File: src/ckb_pkg.sv
package ckb_pkg;

  // Fixed field widths
  localparam int REG_W    = 12;   // configuration register width
  localparam int SIZE_W   = 13;   // effective sizes up to 4095
  localparam int POS_W    = 14;   // signed canvas coordinate
  localparam int ADDR_W   = 22;   // linear framebuffer address
  localparam int COLOR_W  = 32;   // color port width
  localparam int PROD_W   = 2 * REG_W;
  localparam int CFG_IDX_W = 3;

  localparam int DEF_MAX_DIM    = 2048;
  localparam int DEF_COLOR_BITS = 32;

  // Configuration register indexes
  typedef enum logic [CFG_IDX_W-1:0] {
    CFG_CANVAS_WIDTH  = 3'd0,
    CFG_CANVAS_HEIGHT = 3'd1,
    CFG_SOURCE_WIDTH  = 3'd2,
    CFG_SOURCE_HEIGHT = 3'd3,
    CFG_DEST_X        = 3'd4,
    CFG_DEST_Y        = 3'd5
  } cfg_index_t;

  typedef struct packed {
    logic [REG_W-1:0] canvas_width;
    logic [REG_W-1:0] canvas_height;
    logic [REG_W-1:0] source_width;
    logic [REG_W-1:0] source_height;
    logic [REG_W-1:0] dest_x;
    logic [REG_W-1:0] dest_y;
  } cfg_t;

  // Classified pixel passed from front to back
  typedef struct packed {
    logic               we;
    logic               done;
    logic [REG_W-1:0]   x;
    logic [REG_W-1:0]   y;
    logic [COLOR_W-1:0] color;
  } item_t;

endpackage

File: src/ckb_front.sv
module ckb_front #(
  parameter int MAX_DIM    = ckb_pkg::DEF_MAX_DIM,
  parameter int COLOR_BITS = ckb_pkg::DEF_COLOR_BITS
) (
  input  logic                           clk,
  input  logic                           rst,
  input  ckb_pkg::cfg_t                  cfg,
  input  logic                           take,
  input  logic [ckb_pkg::COLOR_W-1:0]    pixel_color,
  output ckb_pkg::item_t                 item
);
  import ckb_pkg::*;

  localparam int CNT_W = $clog2(MAX_DIM);
  localparam logic [SIZE_W-1:0] MAX_SIZE = SIZE_W'(MAX_DIM);
  localparam logic [COLOR_W-1:0] CMASK = {COLOR_W{1'b1}} >> (COLOR_W - COLOR_BITS);

  logic [CNT_W-1:0]  column_count, column_count_next;
  logic [CNT_W-1:0]  row_count, row_count_next;
  logic [SIZE_W-1:0] eff_w, eff_h, col_inc, row_inc;
  logic              last_col, done;
  logic [POS_W-1:0]  pos_x, pos_y;
  logic              on_canvas, we;
  logic [COLOR_W-1:0] color;

  function automatic logic [SIZE_W-1:0] eff_size(input logic [REG_W-1:0] v);
    logic [SIZE_W-1:0] e;
    e = {1'b0, v};
    if (v == '0) return SIZE_W'(1);
    if (e > MAX_SIZE) return MAX_SIZE;
    return e;
  endfunction

  // Effective sizes and end-of-row / end-of-image tests
  always_comb begin
    eff_w    = eff_size(cfg.source_width);
    eff_h    = eff_size(cfg.source_height);
    col_inc  = {{(SIZE_W-CNT_W){1'b0}}, column_count} + SIZE_W'(1);
    row_inc  = {{(SIZE_W-CNT_W){1'b0}}, row_count} + SIZE_W'(1);
    last_col = col_inc >= eff_w;
    done     = last_col && (row_inc >= eff_h);
  end

  // Clip against canvas and drop the color key
  always_comb begin
    pos_x  = {{(POS_W-REG_W){cfg.dest_x[REG_W-1]}}, cfg.dest_x}
           + {{(POS_W-CNT_W){1'b0}}, column_count};
    pos_y  = {{(POS_W-REG_W){cfg.dest_y[REG_W-1]}}, cfg.dest_y}
           + {{(POS_W-CNT_W){1'b0}}, row_count};
    on_canvas = !pos_x[POS_W-1] && !pos_y[POS_W-1]
             && (pos_x[POS_W-2:0] < {1'b0, cfg.canvas_width})
             && (pos_y[POS_W-2:0] < {1'b0, cfg.canvas_height});
    color  = pixel_color & CMASK;
    we     = on_canvas && (color != CMASK);

    item.we    = we;
    item.done  = done;
    item.x     = we ? pos_x[REG_W-1:0] : '0;
    item.y     = we ? pos_y[REG_W-1:0] : '0;
    item.color = we ? color : '0;
  end

  // Raster counters
  always_comb begin
    column_count_next = column_count;
    row_count_next    = row_count;
    if (done) begin
      column_count_next = '0;
      row_count_next    = '0;
    end else if (last_col) begin
      column_count_next = '0;
      row_count_next    = row_count + CNT_W'(1);
    end else begin
      column_count_next = column_count + CNT_W'(1);
    end
  end

  always_ff @(posedge clk) begin
    if (rst) begin
      column_count <= '0;
      row_count    <= '0;
    end else if (take) begin
      column_count <= column_count_next;
      row_count    <= row_count_next;
    end
  end

endmodule

File: src/ckb_queue.sv
module ckb_queue (
  input  logic            clk,
  input  logic            rst,
  input  logic            push,
  input  ckb_pkg::item_t  push_item,
  output logic            full,
  input  logic            pop,
  output logic            empty,
  output ckb_pkg::item_t  head
);
  import ckb_pkg::*;

  // Two-entry queue decoupling front from back
  item_t      entries [2];
  logic       wr_ptr, rd_ptr;
  logic [1:0] count;

  assign full  = count == 2'd2;
  assign empty = count == 2'd0;
  assign head  = entries[rd_ptr];

  always_ff @(posedge clk) begin
    if (push) begin
      entries[wr_ptr] <= push_item;
    end
  end

  always_ff @(posedge clk) begin
    if (rst) begin
      wr_ptr <= 1'b0;
      rd_ptr <= 1'b0;
      count  <= 2'd0;
    end else begin
      if (push) wr_ptr <= ~wr_ptr;
      if (pop)  rd_ptr <= ~rd_ptr;
      unique case ({push, pop})
        2'b10:   count <= count + 2'd1;
        2'b01:   count <= count - 2'd1;
        default: count <= count;
      endcase
    end
  end

endmodule

File: src/ckb_back.sv
module ckb_back (
  input  logic                           clk,
  input  logic                           rst,
  input  logic [ckb_pkg::REG_W-1:0]      canvas_width,
  input  logic                           item_valid,
  input  ckb_pkg::item_t                 item,
  output logic                           item_take,
  output logic                           result_valid,
  input  logic                           result_ready,
  output logic                           write_enable,
  output logic [ckb_pkg::ADDR_W-1:0]     pixel_address,
  output logic [ckb_pkg::COLOR_W-1:0]    write_color,
  output logic                           image_done
);
  import ckb_pkg::*;

  // Multiply stage
  logic               mul_valid;
  logic               mul_we, mul_done;
  logic [PROD_W-1:0]  mul_prod;
  logic [REG_W-1:0]   mul_x;
  logic [COLOR_W-1:0] mul_color;
  logic               out_load, mul_load;
  logic [PROD_W-1:0]  addr_sum;

  assign out_load  = !result_valid || result_ready;
  assign mul_load  = !mul_valid || out_load;
  assign item_take = item_valid && mul_load;
  assign addr_sum  = mul_prod + {{(PROD_W-REG_W){1'b0}}, mul_x};

  // Row times canvas width
  always_ff @(posedge clk) begin
    if (item_take) begin
      mul_we    <= item.we;
      mul_done  <= item.done;
      mul_prod  <= PROD_W'(item.y) * PROD_W'(canvas_width);
      mul_x     <= item.x;
      mul_color <= item.color;
    end
  end

  // Add column, register the result
  always_ff @(posedge clk) begin
    if (mul_valid && out_load) begin
      write_enable  <= mul_we;
      image_done    <= mul_done;
      pixel_address <= mul_we ? addr_sum[ADDR_W-1:0] : '0;
      write_color   <= mul_color;
    end
  end

  always_ff @(posedge clk) begin
    if (rst) begin
      mul_valid    <= 1'b0;
      result_valid <= 1'b0;
    end else begin
      if (mul_load) mul_valid <= item_valid;
      if (out_load) result_valid <= mul_valid;
    end
  end

endmodule

File: src/color_key_blitter.sv
// Color key blitter: takes source pixels in raster order and returns one
// framebuffer write request per pixel, with the linear address
// (row * canvas_width + column, wrapped to 22 bits), the color, a write
// enable that is low for pixels off the canvas or equal to the all-ones
// key, and image_done on the last pixel of the source image. Throughput is
// one pixel per clock while result_ready stays high; a result passes through
// the queue, the multiply stage and the output register. A two-entry queue sits
// between the classifying front end and the address back end. Configure
// only while the block is idle; register writes leave the raster position
// unchanged.
module color_key_blitter #(
  parameter int MAX_DIM    = ckb_pkg::DEF_MAX_DIM,
  parameter int COLOR_BITS = ckb_pkg::DEF_COLOR_BITS
) (
  input  logic                              clk,
  input  logic                              rst,
  input  logic                              cfg_valid,
  output logic                              cfg_ready,
  input  logic [ckb_pkg::CFG_IDX_W-1:0]     cfg_index,
  input  logic [ckb_pkg::REG_W-1:0]         cfg_data,
  input  logic                              pixel_valid,
  output logic                              pixel_ready,
  input  logic [ckb_pkg::COLOR_W-1:0]       pixel_color,
  output logic                              result_valid,
  input  logic                              result_ready,
  output logic                              write_enable,
  output logic [ckb_pkg::ADDR_W-1:0]        pixel_address,
  output logic [ckb_pkg::COLOR_W-1:0]       write_color,
  output logic                              image_done
);
  import ckb_pkg::*;

  cfg_t  cfg;
  item_t front_item, head;
  logic  take, q_full, q_empty, q_pop;

  assign cfg_ready   = 1'b1;
  assign pixel_ready = !q_full;
  assign take        = pixel_valid && pixel_ready;

  // Configuration registers
  always_ff @(posedge clk) begin
    if (rst) begin
      cfg.canvas_width  <= REG_W'(800);
      cfg.canvas_height <= REG_W'(480);
      cfg.source_width  <= REG_W'(1);
      cfg.source_height <= REG_W'(1);
      cfg.dest_x        <= '0;
      cfg.dest_y        <= '0;
    end else if (cfg_valid) begin
      unique case (cfg_index)
        CFG_CANVAS_WIDTH:  cfg.canvas_width  <= cfg_data;
        CFG_CANVAS_HEIGHT: cfg.canvas_height <= cfg_data;
        CFG_SOURCE_WIDTH:  cfg.source_width  <= cfg_data;
        CFG_SOURCE_HEIGHT: cfg.source_height <= cfg_data;
        CFG_DEST_X:        cfg.dest_x        <= cfg_data;
        CFG_DEST_Y:        cfg.dest_y        <= cfg_data;
        default:           ;
      endcase
    end
  end

  ckb_front #(
    .MAX_DIM    (MAX_DIM),
    .COLOR_BITS (COLOR_BITS)
  ) u_front (
    .clk         (clk),
    .rst         (rst),
    .cfg         (cfg),
    .take        (take),
    .pixel_color (pixel_color),
    .item        (front_item)
  );

  ckb_queue u_queue (
    .clk       (clk),
    .rst       (rst),
    .push      (take),
    .push_item (front_item),
    .full      (q_full),
    .pop       (q_pop),
    .empty     (q_empty),
    .head      (head)
  );

  ckb_back u_back (
    .clk           (clk),
    .rst           (rst),
    .canvas_width  (cfg.canvas_width),
    .item_valid    (!q_empty),
    .item          (head),
    .item_take     (q_pop),
    .result_valid  (result_valid),
    .result_ready  (result_ready),
    .write_enable  (write_enable),
    .pixel_address (pixel_address),
    .write_color   (write_color),
    .image_done    (image_done)
  );

endmodule

File: config.mk
export PLATFORM = sky130hd
export DESIGN_NAME = color_key_blitter
export DESIGN_NICKNAME = d
export VERILOG_FILES = /design/src/ckb_pkg.sv /design/src/ckb_front.sv /design/src/ckb_queue.sv /design/src/ckb_back.sv /design/src/color_key_blitter.sv
export SDC_FILE = /design/constraint.sdc
export NUM_CORES = 1
export LEC_CHECK = 0
export BUFFER_PORTS_ARGS = -buffer_cell sky130_fd_sc_hd__clkbuf_2
export CAP_MARGIN = 20
export CELL_PAD_IN_SITES_DETAIL_PLACEMENT = 1
export CELL_PAD_IN_SITES_GLOBAL_PLACEMENT = 1
export CORE_ASPECT_RATIO = 1.2
export CORE_MARGIN = 4
export CORE_UTILIZATION = 50
export DETAILED_ROUTE_END_ITERATION = 10
export PLACE_DENSITY = 0.91
export SETUP_SLACK_MARGIN = 0.02
export SLEW_MARGIN = 20
export SYNTH_ARGS = -nofsm -noshare
export SYNTH_HDL_FRONTEND = slang
export SYNTH_SLANG_ARGS = --single-unit
File: constraint.sdc
create_clock -name clk -period 7.1 [get_ports clk]
set_input_delay 0.71 -clock clk [delete_from_list [all_inputs] [get_ports clk]]
set_output_delay 0.71 -clock clk [all_outputs]
set_load 0.03 [all_outputs]
* Yosys cells after proc, flatten, opt, wreduce, memory -nomap -nowiden
Memories as Yosys holds them, arrays and structs flattened. A register that Yosys moved wholly into a read port is not among the register bits.
Index checks and enable logic that the tools add are counted.
** Word-level totals
- Memories :: 1
- Register bits :: 224
- Bits in writable memories :: 116
** Memories
- u_queue.entries :: depth 2, width 58, read ports 1, clocked after memory_dff 1, write ports 1, line ckb_queue.sv:14 : item_t entries [2];
** Operators by class
- Magnitude comparators :: 6
- Bitwise logic cells :: 2
- Reductions and logical operators :: 29
- Multipliers :: 1
- Mux-type cells :: 26
- $add $sub $neg :: 9
- Eq/ne operators :: 9
** Operators by type and width (count)
- $mux W13 :: 8
- $mux W11 :: 4
- $mux W32 :: 1
- $ne A32 B32 Y1 const B :: 1
- $add A12 B12 Y13 :: 2
- $ge A13 B13 Y1 :: 2
- $lt A13 B12 Y1 :: 2
- $add A11 B1 Y12 const B :: 2
- $gt A12 B12 Y1 const B :: 2
- $logic_not A12 Y1 :: 2
- $mux W12 :: 2
- $add A11 B1 Y11 const B :: 2
- $add A22 B12 Y22 :: 1
- $mul A12 B12 Y22 :: 1
- $reduce_and A2 Y1 :: 7
- $mux W1 :: 10
- $logic_and A1 B1 Y1 :: 8
- $eq A3 B2 Y1 const B :: 2
- $eq A3 B3 Y1 const B :: 2
- $logic_not A1 Y1 :: 6
- $eq A2 B2 Y1 const B :: 2
- $pmux W2 S2 :: 1
- $reduce_bool A2 Y1 :: 2
- $eq A3 B1 Y1 const B :: 1
- other kinds (7) :: 9

* Depth between registers and ports, before layout
Gate-level depths: netlist (run 1).
- Depth in word-level cells :: 9
- Mapped depth :: 23
- Mapped depth without buffers :: 20

* By module
A second synthesis (run 1) with hierarchy kept.
** Unflattened totals
- Cells, all modules :: 1907
- Area total of the unflattened synthesis :: 20938.8 µm²
** By module, submodules not included
- ckb_back :: instances 1, area each 9322.7 µm², cells an instance 834, sequential area each 3763.6 µm²
- ckb_queue :: instances 1, area each 4379.2 µm², cells an instance 202, sequential area each 3583.4 µm²
- ckb_front :: instances 1, area each 4349.2 µm², cells an instance 605, sequential area each 440.4 µm²
- color_key_blitter :: instances 1, area each 2887.8 µm², cells an instance 266, sequential area each 1441.4 µm²

* Worst setup path before layout (run 1)
No wires, ideal clock.
- Path kind :: register -> register
- From :: register (tool-made name)
- To :: register u_back.mul_prod[17], data pin
- Arrival time :: 5.580 ns
- Buffers on the path :: 3
- Setup time :: 0.258 ns
- Data required time :: 6.842 ns
- Slack :: 1.262 ns
- Stages on the path, launching flop included :: 20
- Path through :: dfxtp_1 > clkbuf_1 > clkbuf_1 > buf_1 > mux2i_1 > nor2_1 > fa_1 > fa_1 > fa_1 > fa_1 > inv_1 > fa_1 > inv_1 > ha_1 > a21oi_1 > o31ai_1 > a31o_2 > a21o_1 > a21oi_1 > xnor2_1
** RTL lines
- end signal: assignment :: line ckb_back.sv:36 : mul_prod <= PROD_W'(item.y) * PROD_W'(canvas_width);
- end: declaration :: line ckb_back.sv:20 : logic [PROD_W-1:0] mul_prod;

==> metrics.md, run 1 <==
| Metric | Value |
|---|---|
| Area after DPL | 20,800 um2 |
| Number of buffers added for setup after CTS | 0 |
| Status | complete, no violations |
| Number of synthesized register bits | 341 |
| Power consumption | 8.61 mW |
| Worst ir drop on vdd | 0.000223 V |
| Relative slew slack | 24.8% |
| Initial antenna violation count | 0 |
| Cell type with the largest total area after synthesis | sky130_fd_sc_hd__edfxtp_1 |
| Clock tree root buffer cell | sky130_fd_sc_hd__clkbuf_16 |
| Footprint of the flip-flops and latches | 9230 um2 |
| Total standard cell area after synthesis | 19,800 um2 |
| TritonCTS clock tree | yes |
| Post-layout instance area | 22,100 um2 |
| Number of fill cells in the layout | 4,200 |
| Io pins | 111 |
| Routability congestion estimate from global placement | 0.902 |
| Setup Viol. Count Final | 0 |
| Synth Area per Inst | 10.8 um2 |
| Setup repair after global routing missed its margin | no |
| Number of rows in the core area | 79 |
| Post-synthesis net count | 2,123 |
| Share of layout cells above drive strength 1 | 12.8% |
| Layout-stage area growth over the synthesis result | 11.4% |
| Via density per instance | 5.83 |
| All-layer global routing usage | 27.0% |
| CP Buf/Inv Count | 2 |
| DRC violation count after routing | 0 |
| Max-slew violations | 0 |
| Cts bufs inserted | 37 |
| Internal power component | 5.30 mW |
| Crit path time final | 6.02 ns |
| Detailed Route Iter0 Violations | 959 |
| HP Class | reg -> reg |
| Number of global-route vias before repair | 15.8k |
| Area occupied by multi-input gates | 9660 um2 |
| Clock network fraction of design power | 23.3% |
| Initial Utilization | 50.9% |
| Power density over cell area | 390 nW/um2 |
| Data arrival time of the worst path | 6.28 ns |
| Largest incremental delay on the critical path | 0.59 ns |
| Critical Path, Cell by Cell | mux2_2 -> and2_1 -> fa_1 -> fa_1 -> fa_1 -> fa_1 -> inv_1 -> fa_1 -> inv_1 -> ha_1 -> nand2_1 -> o31ai_1 -> a31o_2 -> nand2_1 -> o21ai_0 -> xnor2_1 |
| Static leakage | 9.25 nW |
| Top achievable clock speed | 166 MHz |
| Clk_lat worst skew | 0.56 ns |
| Final critical-path share of the clock period | 84.8% |
| Number of diodes added for antenna fixing | 0 |
| Cell with the largest stage delay on the worst path | sky130_fd_sc_hd__fa_1 |
| Average routed wire per standard cell | 23.3 um |
| Yosys top cell area share | 36.3% |
| Vertical extent of the die | 226 um |
| First-pass GRT wire length | 90.4 mm |
| Largest fanout of any net on the critical path | 15 |
| Switching part of the total power | 38.4% |
| Crit-path most repeated cell | sky130_fd_sc_hd__fa_1 |
| IO Port Bufs | 109 |
| Number of enable-type register cells in the synthesized netlist | 240 |
| Total congestion overflow after global routing | 0 |
| Category of the worst setup path capture point | flip-flop |
| Req. time, crit path | 7.36 ns |
| Share of synthesized flip-flops with an asynchronous set or reset | 0% |
| Commonest register cell after synthesis | sky130_fd_sc_hd__edfxtp_1 |
| Count of final hold-check violations | 0 |
| Combinational Power Share | 41.9% |
| Number of non-filler instances in the completed layout | 2,472 |
| Die width | 190 um |
| HPWL reported at the end of detailed placement | 39.8 mm |
| Maximum level of the CTS H-tree | 2 |
| Synth area leaders | sky130_fd_sc_hd__edfxtp_1, sky130_fd_sc_hd__fa_1, sky130_fd_sc_hd__dfxtp_1, sky130_fd_sc_hd__ha_1, sky130_fd_sc_hd__nand2_1 |
| Final TNS setup | 0 ns |
| Routed wire length | 57.6 mm |
| Cells after Synth | 1,833 |
| Placed Instances | 2,407 |
| First-pass iteration count of the detailed router | 5 |
| MaxCap Viol Count | 0 |
| Measured slew at the worst slew-check pin | 1.13 ns |
| Reg clk slew, reported paths | 0.06 ns |
| Total clock sinks | 341 |
| Portion of the post-synthesis area used by sequential elements | 46.5% |
| Number of hold buffers added after CTS | 0 |
| Worst Skew | 0.0398 ns |
| Kind of start point of the critical path | flip-flop |
| Area of the die | 42,900 um2 |
| Sequential power share | 34.8% |
| Post_cts resized | 0 |
| Switching power total | 3.31 mW |
| Yosys warnings | 0 |
| Number of unique standard cell types used by synthesis | 66 |
| Number of nets in the finished design | 2,210 |
| WS Path Type | reg -> reg |
| Top cell family by delay on the critical path | adder cells |
| Final antenna-violating net count | 0 |
| Core area | 38,900 um2 |
| Total via count after detailed routing | 14.4k |
| Largest net degree at the start of global routing | 85 |
| Max Buffers Root-to-Sink | 3 |
[path summary, 6_finish.rpt]
kind / startpoint / to / slack [ns] / cells past startpoint
setup / recovery: flip-flop / u_back.mul_prod[21] / 1.08 / 16
hold / removal: u_back.mul_color[12] / u_back.write_color[12] / 0.42 / 0
setup reg to reg: flip-flop / u_back.mul_prod[21] / 1.08 / 16
hold reg to reg: u_back.mul_color[12] / u_back.write_color[12] / 0.42 / 0
[sequential cells by signal (all words and copies together), names as in the netlist, 2 cells and up, named ones only]
register,flops
cfg,72
u_back.mul_color,32
u_back.mul_prod,22
u_back.mul_x,12
u_back.pixel_address,22
u_back.write_color,32
u_front.column_count,11
u_front.row_count,11
u_queue.count,2
u_queue.entries,116
[cells by family (layout without fill, tap and decap cells)]
family	Yosys count	in the layout	share of synthesized area, %
DFF	341	341	46.5
adders and majority gates	238	238	18.9
xor gates and xnor gates	66	66	2.91
and+or+nand+nor	590	590	14.1
AOI/OAI and AO/OA	281	281	8.96
other	1	1	0.0189
buffers and inverters	251	364	4.95
muxes	65	65	3.65
[layer usage]
layer	global-route usage [%]	routed length, um	up-vias
li1	-	-	6428
met1	31.0	21700	7295
met2	50.3	30500	512
met3	3.60	2720	165
met4	11.4	2680	0
met5	0	0	-
[cell type report]
type,instances,share of cell area (%)
sequential,341,41.8
inverter,181,3.07
timing repair buffer,118,2.77
multi-input combinational,1241,43.7
clock buffer,43,4.43
clock inverter,22,1.26
tap,526,2.98
[metrics by stage]
step,util (%),hold slack (ns),worst slack [ns]
after global placement,53.5,0.401,1.51
after global routing,56.7,0.434,0.863
final,56.7,0.416,1.08
after detailed placement,53.5,0.406,1.27
after CTS,56.7,0.420,1.12
after floorplan,-,0.400,1.26
[cell usage in the layout (no fill, tap or decap), types with 58 or more instances in the layout]
cell type                  instances
sky130_fd_sc_hd__nand2_1         292
sky130_fd_sc_hd__inv_1           180
sky130_fd_sc_hd__a21oi_1         108
sky130_fd_sc_hd__edfxtp_1        240
sky130_fd_sc_hd__dfxtp_1         100
sky130_fd_sc_hd__ha_1            136
sky130_fd_sc_hd__fa_1            102
sky130_fd_sc_hd__mux2_2           58
sky130_fd_sc_hd__clkbuf_2        109
sky130_fd_sc_hd__and2_1          100
[synth_stat cells (all sizes together), types with 2 or more instances]
cell type / instances
o211ai: 13
a221oi: 3
nor3: 8
a21boi: 5
inv: 180
nand3: 32
a31oi: 4
xor2: 21
and2: 101
nor4b: 2
and3b: 2
dfxtp: 101
o21ai: 53
edfxtp: 240
nand4: 12
nor2b: 15
o21bai: 6
a211o: 3
a21o: 25
fa: 102
nor3b: 4
nand2b: 18
a22o: 2
o31ai: 11
nor2: 58
ha: 136
a21oi: 111
or2: 3
xnor2: 45
or3: 8
nor4: 9
mux2: 58
o21a: 13
a211oi: 10
a311oi: 2
nand2: 292
clkbuf: 58
a31o: 2
o2111ai: 3
o2bb2ai: 5
o311a: 2
mux2i: 7
and3: 24
buf: 12
[worst reg2reg max path, cell delays in order (launching register included)]
cell                      delay, ns
sky130_fd_sc_hd__dfxtp_2       0.58
sky130_fd_sc_hd__mux2_2        0.52
sky130_fd_sc_hd__and2_1        0.22
sky130_fd_sc_hd__fa_1          0.52
sky130_fd_sc_hd__fa_1          0.56
sky130_fd_sc_hd__fa_1          0.54
sky130_fd_sc_hd__fa_1          0.59
sky130_fd_sc_hd__inv_1         0.09
sky130_fd_sc_hd__fa_1          0.56
sky130_fd_sc_hd__inv_1         0.06
sky130_fd_sc_hd__ha_1          0.37
sky130_fd_sc_hd__nand2_1       0.11
sky130_fd_sc_hd__o31ai_1       0.39
sky130_fd_sc_hd__a31o_2        0.28
sky130_fd_sc_hd__nand2_1       0.07
sky130_fd_sc_hd__o21ai_0       0.19
sky130_fd_sc_hd__xnor2_1       0.09
[power groups by stage]
stage               combinational, mW  sequential (mW)  clock, mW
global placement                 3.16             2.96          0
finish                           3.61             2.99       2.01
CTS                              3.61             2.99       2.03
global route                     3.97             3.02       2.11
detailed placement               3.50             3.01          0
floorplan                        2.33             3.16          0
No activity file was read; power rests on OpenSTA's default activity.
==> run 2: changes to the inputs <==
CORE_UTILIZATION = 45   (was 50)
PLACE_DENSITY = 0.87   (was 0.91)
clock period = 5.2 ns   (was 7.1 ns; I/O delays follow)
==> metrics.md, run 2 (synthesis results as in run 1) <==
| Metric | Value |
|---|---|
| Status | finished, violations left |
| Violated checks | negative setup slack |
| Req. time, crit path | 5.51 ns |
| Commonest non-fill, non-tap cell in the layout | sky130_fd_sc_hd__nand2_1 |
| Setup repair after global routing missed its margin | yes |
| TritonCTS clock tree | yes |
| Final worst setup slack | -0.207 ns |
| Io pins | 111 |
| Static leakage | 9.69 nW |
| Total congestion overflow after global routing | 0 |
| Number of hold buffers added after CTS | 0 |
| Total clock sinks | 341 |
| Initial antenna violation count | 0 |
| Crit path time final | 5.41 ns |
| CP Buf/Inv Count | 6 |
| Post-layout instance area | 23,300 um2 |
| Routed wire length | 60.4 mm |
| MaxCap Viol Count | 0 |
| Biggest register | u_queue.entries |
| Die width | 200 um |
| Largest registers ranked by flip-flop count | u_queue.entries: 116 flops, cfg: 72 flops |
| WS Path Type | reg -> reg |
| Area of the die | 47,500 um2 |
| IO Port Bufs | 109 |
| Cell with the largest stage delay on the worst path | sky130_fd_sc_hd__fa_1 |
| Number of gates on the worst path with buffers counted | 21 |
| Final critical-path share of the clock period | 104% |
| Clock network fraction of design power | 19.2% |
| Number of rows in the core area | 84 |
| Power density over cell area | 575 nW/um2 |
| Leading cell types in the layout, fill and taps excluded | sky130_fd_sc_hd__nand2_1, sky130_fd_sc_hd__edfxtp_1, sky130_fd_sc_hd__inv_1 |
| Layout-stage area growth over the synthesis result | 17.4% |
| Worst ir drop on vdd | 0.000358 V |
| Worst Setup EP | u_back.mul_prod[20] |
| Measured slew at the worst slew-check pin | 1.05 ns |
| Largest incremental delay on the critical path | 0.59 ns |
| Top achievable clock speed | 185 MHz |
| Worst Skew | 0.0192 ns |
| Max-slew violations | 0 |
| Clock tree root buffer cell | sky130_fd_sc_hd__clkbuf_16 |
| R2r worst-path depth | 21 |
| Via density per instance | 5.70 |
| Final antenna-violating net count | 0 |
| Maximum level of the CTS H-tree | 2 |
| Switching part of the total power | 38.7% |
| Flip-flop count of the largest register, all copies and words added | 116 |
| Largest fanout of any net on the critical path | 6 |
| Max Buffers Root-to-Sink | 3 |
| Number of nets in the finished design | 2,298 |
| Data arrival time of the worst path | 5.71 ns |
| Switching power total | 5.18 mW |
| Placed Instances | 2,508 |
| Combinational Power Share | 50.4% |
| First-pass iteration count of the detailed router | 5 |
| Largest net degree at the start of global routing | 84 |
| Setup Viol. Count Final | 6 |
| All-layer global routing usage | 25.0% |
| Number of global-route vias before repair | 16.3k |
| Average routed wire per standard cell | 23.3 um |
| Crit-path most repeated cell | sky130_fd_sc_hd__buf_6 |
| Category of the worst setup path capture point | flip-flop |
| Vertical extent of the die | 238 um |
| Detailed Route Iter0 Violations | 885 |
| Internal power component | 8.20 mW |
| DRC violation count after routing | 0 |
| Total via count after detailed routing | 14.8k |
| HPWL reported at the end of detailed placement | 40.4 mm |
| Share of layout cells above drive strength 1 | 20.9% |
| Number of non-filler instances in the completed layout | 2,594 |
| Register-to-register path setup slack | -0.21 ns |
| Critical Path, Cell by Cell | buf_6 -> buf_6 -> buf_6 -> mux2i_4 -> buf_6 -> nor2_4 -> fa_2 -> ha_4 -> fa_1 -> inv_1 -> fa_1 -> fa_1 -> inv_2 -> ha_4 -> a21o_1 -> a21oi_2 -> o21ai_2 -> o41a_1 -> a211o_1 -> a21oi_2 -> xnor2_1 |
| First-pass GRT wire length | 92.1 mm |
| Cts bufs inserted | 37 |
| HP Class | in -> reg |
| Reg clk slew, reported paths | 0.06 ns |
| Routability congestion estimate from global placement | 0.883 |
| Initial Utilization | 45.4% |
| Count of final hold-check violations | 0 |
| Top cell family by delay on the critical path | adder cells |
| Core area | 43,700 um2 |
| Relative slew slack | 29.8% |
| Number of diodes added for antenna fixing | 0 |
| Sequential power share | 30.4% |
| Clk_lat worst skew | 0.57 ns |
| Area after DPL | 21,500 um2 |
| Kind of start point of the critical path | flip-flop |
| Capture point of the worst reg-to-reg path | u_back.mul_prod[20] |
-- run 2: final cells by class --
class | count | area (um2)
inverters | 181 | 679
flip-flops and latches | 341 | 9230
repair buffers | 206 | 1320
clock buffers | 50 | 1000
multi-input cells | 1241 | 10200
fillers | 4679 | 20400
well taps | 559 | 699
clock inverters | 16 | 164
-- run 2: repair_timing --
action | CTS | global route
resized for setup | 78 | 46
setup buffers | 13 | 9
cloned | 0 | 0
pin swaps | 69 | 26
endpoints found under the setup margin | 9 | 9
-- run 2: worst register-to-register path, cell delays in order, from the launching register on --
cell and delay (ns):
sky130_fd_sc_hd__dfxtp_4 0.41, sky130_fd_sc_hd__buf_6 0.15, sky130_fd_sc_hd__buf_6 0.13, sky130_fd_sc_hd__buf_6 0.12, sky130_fd_sc_hd__mux2i_4 0.24, sky130_fd_sc_hd__buf_6 0.14, sky130_fd_sc_hd__nor2_4 0.04, sky130_fd_sc_hd__fa_2 0.45
sky130_fd_sc_hd__ha_4 0.19, sky130_fd_sc_hd__fa_1 0.59, sky130_fd_sc_hd__inv_1 0.07, sky130_fd_sc_hd__fa_1 0.46, sky130_fd_sc_hd__fa_1 0.55, sky130_fd_sc_hd__inv_2 0.06, sky130_fd_sc_hd__ha_4 0.17, sky130_fd_sc_hd__a21o_1 0.19
sky130_fd_sc_hd__a21oi_2 0.16, sky130_fd_sc_hd__o21ai_2 0.09, sky130_fd_sc_hd__o41a_1 0.40, sky130_fd_sc_hd__a211o_1 0.30, sky130_fd_sc_hd__a21oi_2 0.15, sky130_fd_sc_hd__xnor2_1 0.08
-- run 2: per-stage QoR --
step	utilization [%]	power [mW]	setup TNS, ns	hold WS, ns	setup slack (ns)
after floorplan	-	7.65	-0.175	0.400	-0.0639
after global placement	49.1	9.06	-0.557	0.400	-0.134
after detailed placement	49.1	9.52	-2.28	0.406	-0.377
after CTS	52.7	12.8	-0.0453	0.261	-0.0453
after global routing	53.3	14.2	-1.79	0.290	-0.325
final	53.3	13.4	-0.881	0.283	-0.207
-- run 2: routing by layer --
layer | wire length, um | GRT usage (%) | vias to the layer above | share of wire [%]
met5 | 0 | 0 | - | 0
met4 | 3360 | 12.1 | 0 | 5.6
met3 | 2780 | 3.50 | 216 | 4.6
met2 | 32600 | 47.0 | 506 | 54
met1 | 21700 | 27.4 | 7458 | 36
li1 | - | - | 6613 | -
-- run 2: worst min-delay path by stage --
| stage | cells after the start | from | slack (ns) | end |
|---|---|---|---|---|
| 5_1_grt | 2 | pixel_color[7] | 0.29 | u_queue.entries[1][7] |
| 3_5_place_dp | 0 | u_back.mul_color[28] | 0.41 | u_back.write_color[28] |
| 4_1_cts | 2 | pixel_color[2] | 0.26 | u_queue.entries[1][2] |
| 3_3_place_gp | 0 | u_back.mul_color[4] | 0.40 | u_back.write_color[4] |
| 2_1_floorplan | 0 | u_back.mul_done | 0.40 | u_back.image_done |
| 6_report | 2 | pixel_color[5] | 0.28 | u_queue.entries[1][5] |
-- run 2: power by group through the flow --
stage	sequential (mW)	clock (mW)	combinational, mW
floorplan	4.30	0	3.35
CTS	4.06	2.61	6.09
global placement	4.04	0	5.02
global route	4.10	2.72	7.36
finish	4.06	2.57	6.75
detailed placement	4.10	0	5.42
